==> src/rtl/prq_pkg.sv <==
`timescale 1ns / 1ps
// ----------------------------------------------------------------------------
// prq_pkg
// Shared widths, operation and status codes and cell control type for the
// priority ready queue.
// ----------------------------------------------------------------------------
package prq_pkg;

   localparam int KIND_BITS     = 2;
   localparam int TASK_BITS     = 4;
   localparam int PRIO_IN_BITS  = 8;
   localparam int STATUS_BITS   = 2;

   localparam logic [KIND_BITS-1:0] KIND_APPEND = 2'd0;
   localparam logic [KIND_BITS-1:0] KIND_INSERT = 2'd1;
   localparam logic [KIND_BITS-1:0] KIND_POP    = 2'd2;

   localparam logic [STATUS_BITS-1:0] ST_OK    = 2'd0;
   localparam logic [STATUS_BITS-1:0] ST_FULL  = 2'd1;
   localparam logic [STATUS_BITS-1:0] ST_EMPTY = 2'd2;

   typedef struct packed {
      logic push;     // append or insert taken this cycle
      logic insert;   // push is a priority insert
      logic pop;      // head removed this cycle
   } cell_ctrl_type;

endpackage

==> src/rtl/prq_if.sv <==
`timescale 1ns / 1ps
// ----------------------------------------------------------------------------
// prq_if
// Request and response channels of the priority ready queue, each a
// valid/ready handshake carrying one item.
// ----------------------------------------------------------------------------
interface prq_req_if;
   import prq_pkg::*;

   logic                    valid;
   logic                    ready;
   logic [KIND_BITS-1:0]    kind;
   logic [TASK_BITS-1:0]    task_id;
   logic [PRIO_IN_BITS-1:0] task_priority;

   modport source (output valid, kind, task_id, task_priority, input ready);
   modport sink   (input valid, kind, task_id, task_priority, output ready);
endinterface

interface prq_rsp_if #(
   parameter int OCC_BITS = 5
);
   import prq_pkg::*;

   logic                    valid;
   logic                    ready;
   logic [TASK_BITS-1:0]    popped_task;
   logic [PRIO_IN_BITS-1:0] popped_priority;
   logic                    popped_valid;
   logic [STATUS_BITS-1:0]  status;
   logic [OCC_BITS-1:0]     occupancy;

   modport source (output valid, popped_task, popped_priority, popped_valid, status,
                   occupancy, input ready);
   modport sink   (input valid, popped_task, popped_priority, popped_valid, status,
                   occupancy, output ready);
endinterface

==> src/rtl/prq_cell.sv <==
`timescale 1ns / 1ps
// ----------------------------------------------------------------------------
// prq_cell
// One queue slot. Compares the incoming priority, passes the insert-point
// flag on to the next slot and loads from its left or right neighbour or
// from the new item.
// ----------------------------------------------------------------------------
module prq_cell #(
   parameter int PRIO_BITS = 8
) (
   input  logic                           clock,
   input  prq_pkg::cell_ctrl_type         ctrl,
   input  logic                           occupied,
   input  logic                           tail,
   input  logic                           found_in,
   output logic                           found_out,
   input  logic [prq_pkg::TASK_BITS-1:0]  new_task,
   input  logic [PRIO_BITS-1:0]           new_prio,
   input  logic [prq_pkg::TASK_BITS-1:0]  left_task,
   input  logic [PRIO_BITS-1:0]           left_prio,
   input  logic [prq_pkg::TASK_BITS-1:0]  right_task,
   input  logic [PRIO_BITS-1:0]           right_prio,
   output logic [prq_pkg::TASK_BITS-1:0]  slot_task,
   output logic [PRIO_BITS-1:0]           slot_prio
);
   import prq_pkg::*;

   logic [TASK_BITS-1:0] task_ff, task_in;
   logic [PRIO_BITS-1:0] prio_ff, prio_in;
   logic                 load;
   logic                 hit;

   assign hit       = ctrl.insert && occupied && (new_prio < prio_ff);
   assign found_out = found_in || hit;

   always_comb begin
      load    = 1'b0;
      task_in = task_ff;
      prio_in = prio_ff;
      if (ctrl.pop) begin
         load    = 1'b1;
         task_in = right_task;
         prio_in = right_prio;
      end else if (ctrl.push) begin
         if (ctrl.insert && found_in) begin
            load    = 1'b1;
            task_in = left_task;
            prio_in = left_prio;
         end else if (hit || tail) begin
            load    = 1'b1;
            task_in = new_task;
            prio_in = new_prio;
         end
      end
   end

   always_ff @(posedge clock) begin
      if (load) begin
         task_ff <= task_in;
         prio_ff <= prio_in;
      end
   end

   assign slot_task = task_ff;
   assign slot_prio = prio_ff;

endmodule

==> src/rtl/priority_ready_queue.sv <==
`timescale 1ns / 1ps
// ----------------------------------------------------------------------------
// priority_ready_queue
// Ready queue of task identifiers held in a row of compare-and-shift cells,
// head in cell 0. Append, insert by priority (FIFO among equals) or pop.
// Response: registered, in the cycle after the request is accepted.
// Throughput: one item per cycle while responses are taken; the insert-point
// flag ripples through the row and the moving cells shift in the same cycle.
// Reset: synchronous; clears the entry count and the response valid flag.
// Slot contents are not reset and are read only after being written.
// ----------------------------------------------------------------------------
module priority_ready_queue #(
   parameter int QUEUE_DEPTH   = 16,
   parameter int PRIORITY_BITS = 8
) (
   input  logic    clock,
   input  logic    reset,
   prq_req_if.sink   req_chan,
   prq_rsp_if.source rsp_chan
);
   import prq_pkg::*;

   localparam int CountBits = $clog2(QUEUE_DEPTH + 1);

   logic [CountBits-1:0]    count_ff, count_in;
   logic                    rsp_valid_ff;
   logic [TASK_BITS-1:0]    popped_task_ff, popped_task_in;
   logic [PRIO_IN_BITS-1:0] popped_prio_ff, popped_prio_in;
   logic                    popped_valid_ff, popped_valid_in;
   logic [STATUS_BITS-1:0]  status_ff, status_in;

   logic                    accept;
   logic                    is_full;
   logic                    is_empty;
   cell_ctrl_type           ctrl;
   logic [PRIORITY_BITS-1:0] new_prio;
   logic [PRIORITY_BITS+PRIO_IN_BITS-1:0] prio_in_wide;
   logic [PRIORITY_BITS+PRIO_IN_BITS-1:0] prio_out_wide;
   logic [31:0]             occ_wide;

   logic [TASK_BITS-1:0]     cell_task [QUEUE_DEPTH];
   logic [PRIORITY_BITS-1:0] cell_prio [QUEUE_DEPTH];
   logic                     found     [QUEUE_DEPTH+1];

   assign req_chan.ready = !rsp_valid_ff || rsp_chan.ready;
   assign accept         = req_chan.valid && req_chan.ready;
   assign is_full        = (count_ff == CountBits'(QUEUE_DEPTH));
   assign is_empty       = (count_ff == '0);

   assign prio_in_wide = {{PRIORITY_BITS{1'b0}}, req_chan.task_priority};
   assign new_prio     = prio_in_wide[PRIORITY_BITS-1:0];

   always_comb begin
      ctrl.push   = accept && !is_full &&
                    (req_chan.kind == KIND_APPEND || req_chan.kind == KIND_INSERT);
      ctrl.insert = req_chan.kind == KIND_INSERT;
      ctrl.pop    = accept && !is_empty && (req_chan.kind == KIND_POP);
   end

   assign found[0] = 1'b0;

   for (genvar j = 0; j < QUEUE_DEPTH; j++) begin : g_cell
      logic [TASK_BITS-1:0]     left_task,  right_task;
      logic [PRIORITY_BITS-1:0] left_prio,  right_prio;

      if (j == 0) begin : g_head
         assign left_task = req_chan.task_id;
         assign left_prio = new_prio;
      end else begin : g_body
         assign left_task = cell_task[j-1];
         assign left_prio = cell_prio[j-1];
      end

      if (j == QUEUE_DEPTH - 1) begin : g_last
         assign right_task = cell_task[j];
         assign right_prio = cell_prio[j];
      end else begin : g_inner
         assign right_task = cell_task[j+1];
         assign right_prio = cell_prio[j+1];
      end

      prq_cell #(
         .PRIO_BITS (PRIORITY_BITS)
      ) u_cell (
         .clock      (clock),
         .ctrl       (ctrl),
         .occupied   (CountBits'(j) < count_ff),
         .tail       (CountBits'(j) == count_ff),
         .found_in   (found[j]),
         .found_out  (found[j+1]),
         .new_task   (req_chan.task_id),
         .new_prio   (new_prio),
         .left_task  (left_task),
         .left_prio  (left_prio),
         .right_task (right_task),
         .right_prio (right_prio),
         .slot_task  (cell_task[j]),
         .slot_prio  (cell_prio[j])
      );
   end

   assign prio_out_wide = {{PRIO_IN_BITS{1'b0}}, cell_prio[0]};

   always_comb begin
      count_in        = count_ff;
      popped_task_in  = '0;
      popped_prio_in  = '0;
      popped_valid_in = 1'b0;
      status_in       = ST_OK;
      case (req_chan.kind)
         KIND_APPEND, KIND_INSERT: begin
            if (is_full) begin
               status_in = ST_FULL;
            end else begin
               count_in = count_ff + 1'b1;
            end
         end
         KIND_POP: begin
            if (is_empty) begin
               status_in = ST_EMPTY;
            end else begin
               count_in        = count_ff - 1'b1;
               popped_task_in  = cell_task[0];
               popped_prio_in  = prio_out_wide[PRIO_IN_BITS-1:0];
               popped_valid_in = 1'b1;
            end
         end
         default: begin
         end
      endcase
   end

   always_ff @(posedge clock) begin
      if (reset) begin
         count_ff     <= '0;
         rsp_valid_ff <= 1'b0;
      end else begin
         if (accept) begin
            count_ff     <= count_in;
            rsp_valid_ff <= 1'b1;
         end else if (rsp_chan.ready) begin
            rsp_valid_ff <= 1'b0;
         end
      end
   end

   always_ff @(posedge clock) begin
      if (accept) begin
         popped_task_ff  <= popped_task_in;
         popped_prio_ff  <= popped_prio_in;
         popped_valid_ff <= popped_valid_in;
         status_ff       <= status_in;
      end
   end

   assign occ_wide = 32'(count_ff);

   assign rsp_chan.valid           = rsp_valid_ff;
   assign rsp_chan.popped_task     = popped_task_ff;
   assign rsp_chan.popped_priority = popped_prio_ff;
   assign rsp_chan.popped_valid    = popped_valid_ff;
   assign rsp_chan.status          = status_ff;
   assign rsp_chan.occupancy       = occ_wide[$bits(rsp_chan.occupancy)-1:0];

`ifndef SYNTHESIS
   a_count_bound: assert property (@(posedge clock) disable iff (reset)
      count_ff <= CountBits'(QUEUE_DEPTH))
      else $error("entry count above queue depth");

   a_accept_rsp: assert property (@(posedge clock) disable iff (reset)
      accept |=> rsp_valid_ff)
      else $error("accepted item gave no response");

   a_pop_good: assert property (@(posedge clock) disable iff (reset)
      accept && req_chan.kind == KIND_POP && !is_empty
      |=> popped_valid_ff && status_ff == ST_OK && count_ff == $past(count_ff) - 1'b1)
      else $error("pop on non-empty queue mishandled");

   a_full_reject: assert property (@(posedge clock) disable iff (reset)
      accept && is_full && (req_chan.kind == KIND_APPEND || req_chan.kind == KIND_INSERT)
      |=> status_ff == ST_FULL && $stable(count_ff))
      else $error("push into full queue not rejected");
`endif

endmodule
==> src/flat_wrapper.sv <==
// flat-port wrapper written by rule: the top's interface ports become plain ports
module priority_ready_queue_flat import prq_pkg::*;
#(
   parameter int QUEUE_DEPTH   = 16,
   parameter int PRIORITY_BITS = 8
)
  (clock, reset, req_chan_valid, req_chan_kind, req_chan_task_id, req_chan_task_priority, req_chan_ready, rsp_chan_valid, rsp_chan_popped_task, rsp_chan_popped_priority, rsp_chan_popped_valid, rsp_chan_status, rsp_chan_occupancy, rsp_chan_ready);
  prq_req_if req_chan_i ();
  prq_rsp_if rsp_chan_i ();
  input  logic clock;
  input  logic reset;
  input wire logic [$bits(req_chan_i.valid)-1:0] req_chan_valid;
  input wire logic [$bits(req_chan_i.kind)-1:0] req_chan_kind;
  input wire logic [$bits(req_chan_i.task_id)-1:0] req_chan_task_id;
  input wire logic [$bits(req_chan_i.task_priority)-1:0] req_chan_task_priority;
  output wire logic [$bits(req_chan_i.ready)-1:0] req_chan_ready;
  output wire logic [$bits(rsp_chan_i.valid)-1:0] rsp_chan_valid;
  output wire logic [$bits(rsp_chan_i.popped_task)-1:0] rsp_chan_popped_task;
  output wire logic [$bits(rsp_chan_i.popped_priority)-1:0] rsp_chan_popped_priority;
  output wire logic [$bits(rsp_chan_i.popped_valid)-1:0] rsp_chan_popped_valid;
  output wire logic [$bits(rsp_chan_i.status)-1:0] rsp_chan_status;
  output wire logic [$bits(rsp_chan_i.occupancy)-1:0] rsp_chan_occupancy;
  input wire logic [$bits(rsp_chan_i.ready)-1:0] rsp_chan_ready;
  assign req_chan_i.valid = req_chan_valid;
  assign req_chan_i.kind = req_chan_kind;
  assign req_chan_i.task_id = req_chan_task_id;
  assign req_chan_i.task_priority = req_chan_task_priority;
  assign req_chan_ready = req_chan_i.ready;
  assign rsp_chan_valid = rsp_chan_i.valid;
  assign rsp_chan_popped_task = rsp_chan_i.popped_task;
  assign rsp_chan_popped_priority = rsp_chan_i.popped_priority;
  assign rsp_chan_popped_valid = rsp_chan_i.popped_valid;
  assign rsp_chan_status = rsp_chan_i.status;
  assign rsp_chan_occupancy = rsp_chan_i.occupancy;
  assign rsp_chan_i.ready = rsp_chan_ready;
  priority_ready_queue #(.QUEUE_DEPTH(QUEUE_DEPTH), .PRIORITY_BITS(PRIORITY_BITS)) u_core (.clock(clock), .reset(reset), .req_chan(req_chan_i), .rsp_chan(rsp_chan_i));
endmodule
==> config.mk <==
export PLATFORM = sky130hd
export DESIGN_NAME = priority_ready_queue_flat
export DESIGN_NICKNAME = d
export VERILOG_FILES = /design/src/rtl/prq_pkg.sv /design/src/rtl/prq_if.sv /design/src/rtl/prq_cell.sv /design/src/rtl/priority_ready_queue.sv /design/src/flat_wrapper.sv
export SDC_FILE = /design/constraint.sdc
export NUM_CORES = 1
export LEC_CHECK = 0
export ABC_AREA = 1
export BUFFER_PORTS_ARGS = -buffer_cell sky130_fd_sc_hd__buf_2
export CAP_MARGIN = 20
export CELL_PAD_IN_SITES_DETAIL_PLACEMENT = 1
export CELL_PAD_IN_SITES_GLOBAL_PLACEMENT = 1
export CORE_ASPECT_RATIO = 1.5
export CORE_MARGIN = 2
export CORE_UTILIZATION = 50
export DETAILED_ROUTE_END_ITERATION = 16
export HOLD_SLACK_MARGIN = 0.02
export PLACE_DENSITY_LB_ADDON = 0.05
export SYNTH_ARGS = -nofsm -noshare
export SYNTH_HDL_FRONTEND = slang
export SYNTH_HIERARCHICAL = 1
export SYNTH_SLANG_ARGS = --single-unit
==> constraint.sdc <==
create_clock -name clock -period 9.9 [get_ports clock]
set_input_delay 1.485 -clock clock [delete_from_list [all_inputs] [get_ports clock]]
set_output_delay 1.485 -clock clock [all_outputs]
set_load 0.03 [all_outputs]
-- After elaboration in Yosys (flattened, before gate mapping)
Index checks and enable logic that the tools add are counted.
- register bits after elaboration: 213
- input bits: 18
- output and inout port bits: 22
- add/subtract/negate cells: 2
- order comparisons: 32
- equal/unequal tests: 20
- multiplexer cells: 194
- bitwise logic cells: 2
- reduce and logical (&&, ||, !) cells: 127
- operators with widths (kind ; count):
    2-to-1 mux 8 bit ; 61
    2-to-1 mux 4 bit ; 61
    < comparator 8 bit ; 16
    2-to-1 mux 1 bit ; 67
    logical AND 1 bit ; 52
    AND reduction 3 bit ; 15
    nonzero test 3 bit ; 14
    == test 4 x 5 -> 1 bit (first input constant) ; 8
    < comparator 4 x 5 -> 1 bit (first input constant) ; 8
    logical OR 1 bit ; 32
    == test 3 x 5 -> 1 bit (first input constant) ; 4
    < comparator 3 x 5 -> 1 bit (first input constant) ; 4
    == test 2 x 5 -> 1 bit (first input constant) ; 2
    < comparator 1 x 5 -> 1 bit (first input constant) ; 2
    < comparator 2 x 5 -> 1 bit (first input constant) ; 2
    2-to-1 mux 5 bit ; 2
    one-hot mux 5 bit (2 select lines) ; 1
    nonzero test 2 bit ; 5
    AND reduction 4 bit ; 2
    adder 5 x 1 -> 5 bit (second input constant) ; 1
    == test 1 x 5 -> 1 bit (first input constant) ; 1
    == test 5 bit (second input constant) ; 1
    logical NOT 5 bit ; 1
    subtractor 5 x 1 -> 5 bit (second input constant) ; 1
    other kinds (9) ; 14

-- Depth between registers and ports, before layout
- depth after elaboration: 22
- gate-level depth with buffers: 45

-- By module
Netlist, hierarchy kept.
- by module, submodules not included (module ; instances ; cells an instance ; area each (um2)):
    prq_cell ; 16 ; 110 ; 925.9
    priority_ready_queue ; 1 ; 191 ; 1380.1

-- Worst setup path after synthesis
No wires, ideal clock.
- path type: input -> register
- start: input req_chan_kind[0]
- end: register u_core.g_cell[15].u_cell.prio_ff[0], enable pin
- data arrival time: 5.105 ns
- required time: 9.550 ns
- slack: 4.444 ns
- stages on the path: 42
- cells stage by stage: inv_1 -> nor2_1 -> nand2_1 -> nor2_1 -> nand3_1 -> nor2_1 -> nand2_1 -> nand2_1 -> inv_1 -> nand2_1 -> inv_1 -> nand2_1 -> inv_1 -> nand2_1 -> inv_1 -> nand2_1 -> inv_1 -> nand2_1 -> [... 6 more ...] -> inv_1 -> nand2_1 -> inv_1 -> nand2_1 -> inv_1 -> nand2_1 -> inv_1 -> nand2_1 -> inv_1 -> nand2_1 -> inv_1 -> nand2_1 -> nand2_1 -> inv_2 -> nor2_1 -> nand2_1 -> nand2_1 -> nand2_1
- RTL lines (what ; RTL line ; source):
    from (decl) ; flat_wrapper.sv:13 ; input wire logic [$bits(req_chan_i.kind)-1:0] req_chan_kind;
    to (signal assigned) ; prq_cell.sv:60 ; prio_ff <= prio_in;
    to (decl) ; prq_cell.sv:29 ; logic [PRIO_BITS-1:0] prio_ff, prio_in;

==> impl_metrics.ini <==
[routing]
wl_per_cell_um = 20.5
ant_nets = 0
drt_pass1_iterations = 4
drt_iter0_markers = 539
drc = 0
viasPerCell = 5.53
vias = 13200
totalWireLength_um = 48700

[pwr]
p_seq_frac = 0.459
cellLeakagePower_uw = 0.00778
ir_worst_vdd_v = 0.000136
comb_power_share = 0.186
power.density_mw_per_mm2 = 140
clkPwrFrac = 0.355
cellInternalPower_uw = 1690
power.switching_uw = 724
switching_share = 0.300

[layout]
n_antenna_cell = 0
final_cells = 2379
syn_to_final_growth_pct = 6.16
fill_cells = 3919
nets = 2089
fin_util = 0.540
drive_gt1_frac = 0.241
design_area_mm2 = 0.0172

[place]
io_buffer_count = 39
hpwl_um = 35900
placed_cell_area_mm2 = 0.0165
gp_congestion = 0.840
dp.cells = 2339

[yosys]
syn_area_mm2 = 0.0162
ys_warn_count = 6
syn_area_per_cell_um2 = 8.31
synthCells = 1949

[timing]
fmaxAchievable_mhz = 174
fin_hold_ws_ps = 526
tns_ps = 0
final.min_clock_period_ps = 5750
hold_viol = 0
rsz0062_at_grt = false
drv_slew = 0
maxSlewHeadroom = 0.432
setup_viol = 0
worst_pin_slew_ps = 850
finalCritPeriodShare = 0.580
skew_ps = 12.2

[setup_path]
cp-endpoint = u_core/g_cell[15].u_cell/slot_prio[2]
arrival_ps = 5920
cp_slowest_cell = buf_2
worstPathRequired_ps = 10080
crit_path_end_kind = flop
startpoint_type = primary input
cp_top_family = simple AND/OR/NAND/NOR gates
ff2ff_path_depth = 41
worstSetupPathType = primary input to flop
rr_endpoint = u_core/g_cell[15].u_cell/slot_prio[2]
crit_cells = 43
crit_start = req_chan_task_priority[7]
max_stage_delay_ps = 610
ff2ff_setup_slack_ps = 4960
reg2reg_from = u_core/rsp_chan.occupancy[1]
cp_common_cell = nand2_1
cp_num_buf_inv = 17
cp_max_fo = 33

[cts]
clk_transition_reported_paths_ps = 60
postCtsSetupRepairBufs = 0
numCtsBuffers = 23
cts_root_buf = clkbuf_16
cts_resized = 0
clk_path_buf_depth = 3
h-tree-depth = 1
cts_hold_buf = 0
cts_tree = yes
insertion_delay_ps = 540
cts.sinks = 213

[hold_path]
hold_class = flop to flop
min_from = u_core/rsp_chan.valid

[global_route]
grt_antenna_before_repair = 0
grt_usage = 0.289
grt-ovfl-total = 0
first_global_vias = 14300
grt_pass1_wl_um = 75500
grt_max_degree = 34

[floorplan]
die_h_um = 224
io_pins = 40
die_w_um = 151
die-area_mm2 = 0.0339
core_mm2 = 0.0318
start_util = 0.509
fp-row-count = 80

[job]
maxCapViolations = 0

[outcome]
status = completed
==> area by class of cell <==
type,instances,area [µm²],share of cell area
clock buffers,27,591,0.0344
clock inverters,13,111,0.00648
inverters,263,987,0.0574
multi-input cells,1404,8380,0.487
flip-flops and latches,213,6340,0.369
well taps,410,513,0.0299
repair buffers,49,270,0.0157
==> layout by cell type (no fill, tap or decap) <==
| cell | instances |
|---|---|
| conb_1 | 2 |
| o21ai_0 | 9 |
| nand2_2 | 163 |
| buf_4 | 10 |
| nor2_2 | 3 |
| bufinv_16 | 2 |
| nor2_8 | 2 |
| nor3_1 | 3 |
| a31oi_2 | 160 |
| edfxtp_1 | 207 |
| nor2_1 | 290 |
| clkinv_2 | 4 |
| ha_1 | 117 |
| nand2_4 | 1 |
| inv_6 | 1 |
| buf_2 | 39 |
| a21oi_1 | 21 |
| inv_2 | 65 |
| clkbuf_16 | 23 |
| nand2_1 | 556 |
| clkinv_1 | 6 |
| inv_1 | 198 |
| a21oi_4 | 1 |
| dfxtp_1 | 6 |
| nand3_1 | 23 |
| clkbuf_1 | 4 |
| a211oi_2 | 1 |
| nand4_1 | 2 |
| nor4_1 | 1 |
| xor2_1 | 1 |
| a31oi_1 | 32 |
| and3_1 | 16 |
==> state kept, by name, summed over array words and instances, names as in the netlist <==
| signal | count |
|---|---|
| u_core/g_cell.u_cell/slot_prio | 128 |
| u_core/rsp_chan.popped_priority | 8 |
| u_core/g_cell.u_cell/slot_task | 64 |
| u_core/rsp_chan.popped_task | 4 |
| u_core/rsp_chan.popped_valid | 1 |
| u_core/rsp_chan.valid | 1 |
| u_core/rsp_chan.occupancy | 5 |
| u_core/rsp_chan.status | 2 |
==> worst reg2reg max path: cells and delay by family (launching register included) <==
kind | cells | cell delay [ps]
simple gates | 24 | 2370
flops | 1 | 600
fa+ha+maj | 1 | 250
buf+inv | 15 | 1170
compound gates | 1 | 160
==> power groups by stage <==
stage / Combinational [µW] / Sequential (µW) / Clock, µW
3_5_place_dp: 447 / 1130 / 0
6_report: 450 / 1110 / 855
3_3_place_gp: 423 / 1130 / 0
2_1_floorplan: 329 / 1110 / 0
4_1_cts: 450 / 1110 / 870
5_1_grt: 502 / 1110 / 891
==> per-stage QoR <==
stage	worst slack [ps]	power [µW]
global route	3490	2500
floorplan	4470	1440
detailed placement	3530	1570
finish	4150	2410
CTS	4080	2430
global placement	3690	1550
==> layer usage <==
metal | up-vias | routed length (µm) | global-route usage
met1 | 6496 | 18300 | 0.304
met5 | - | 0 | 0
met2 | 198 | 27400 | 0.579
met3 | 112 | 1080 | 0.0252
met4 | 0 | 1860 | 0.110
li1 | 6358 | - | -
==> how the worst min path moves through the flow <==
stage	end	slack, ps	cells after the start
finish	u_core/rsp_chan.valid	530	2
floorplan	u_core/rsp_chan.popped_task[3]	550	2
CTS	u_core/rsp_chan.valid	520	2
detailed placement	u_core/rsp_chan.valid	510	2
global placement	u_core/rsp_chan.valid	490	2
global route	u_core/rsp_chan.valid	550	2
Note: power is estimated with default switching activity, not from simulation.
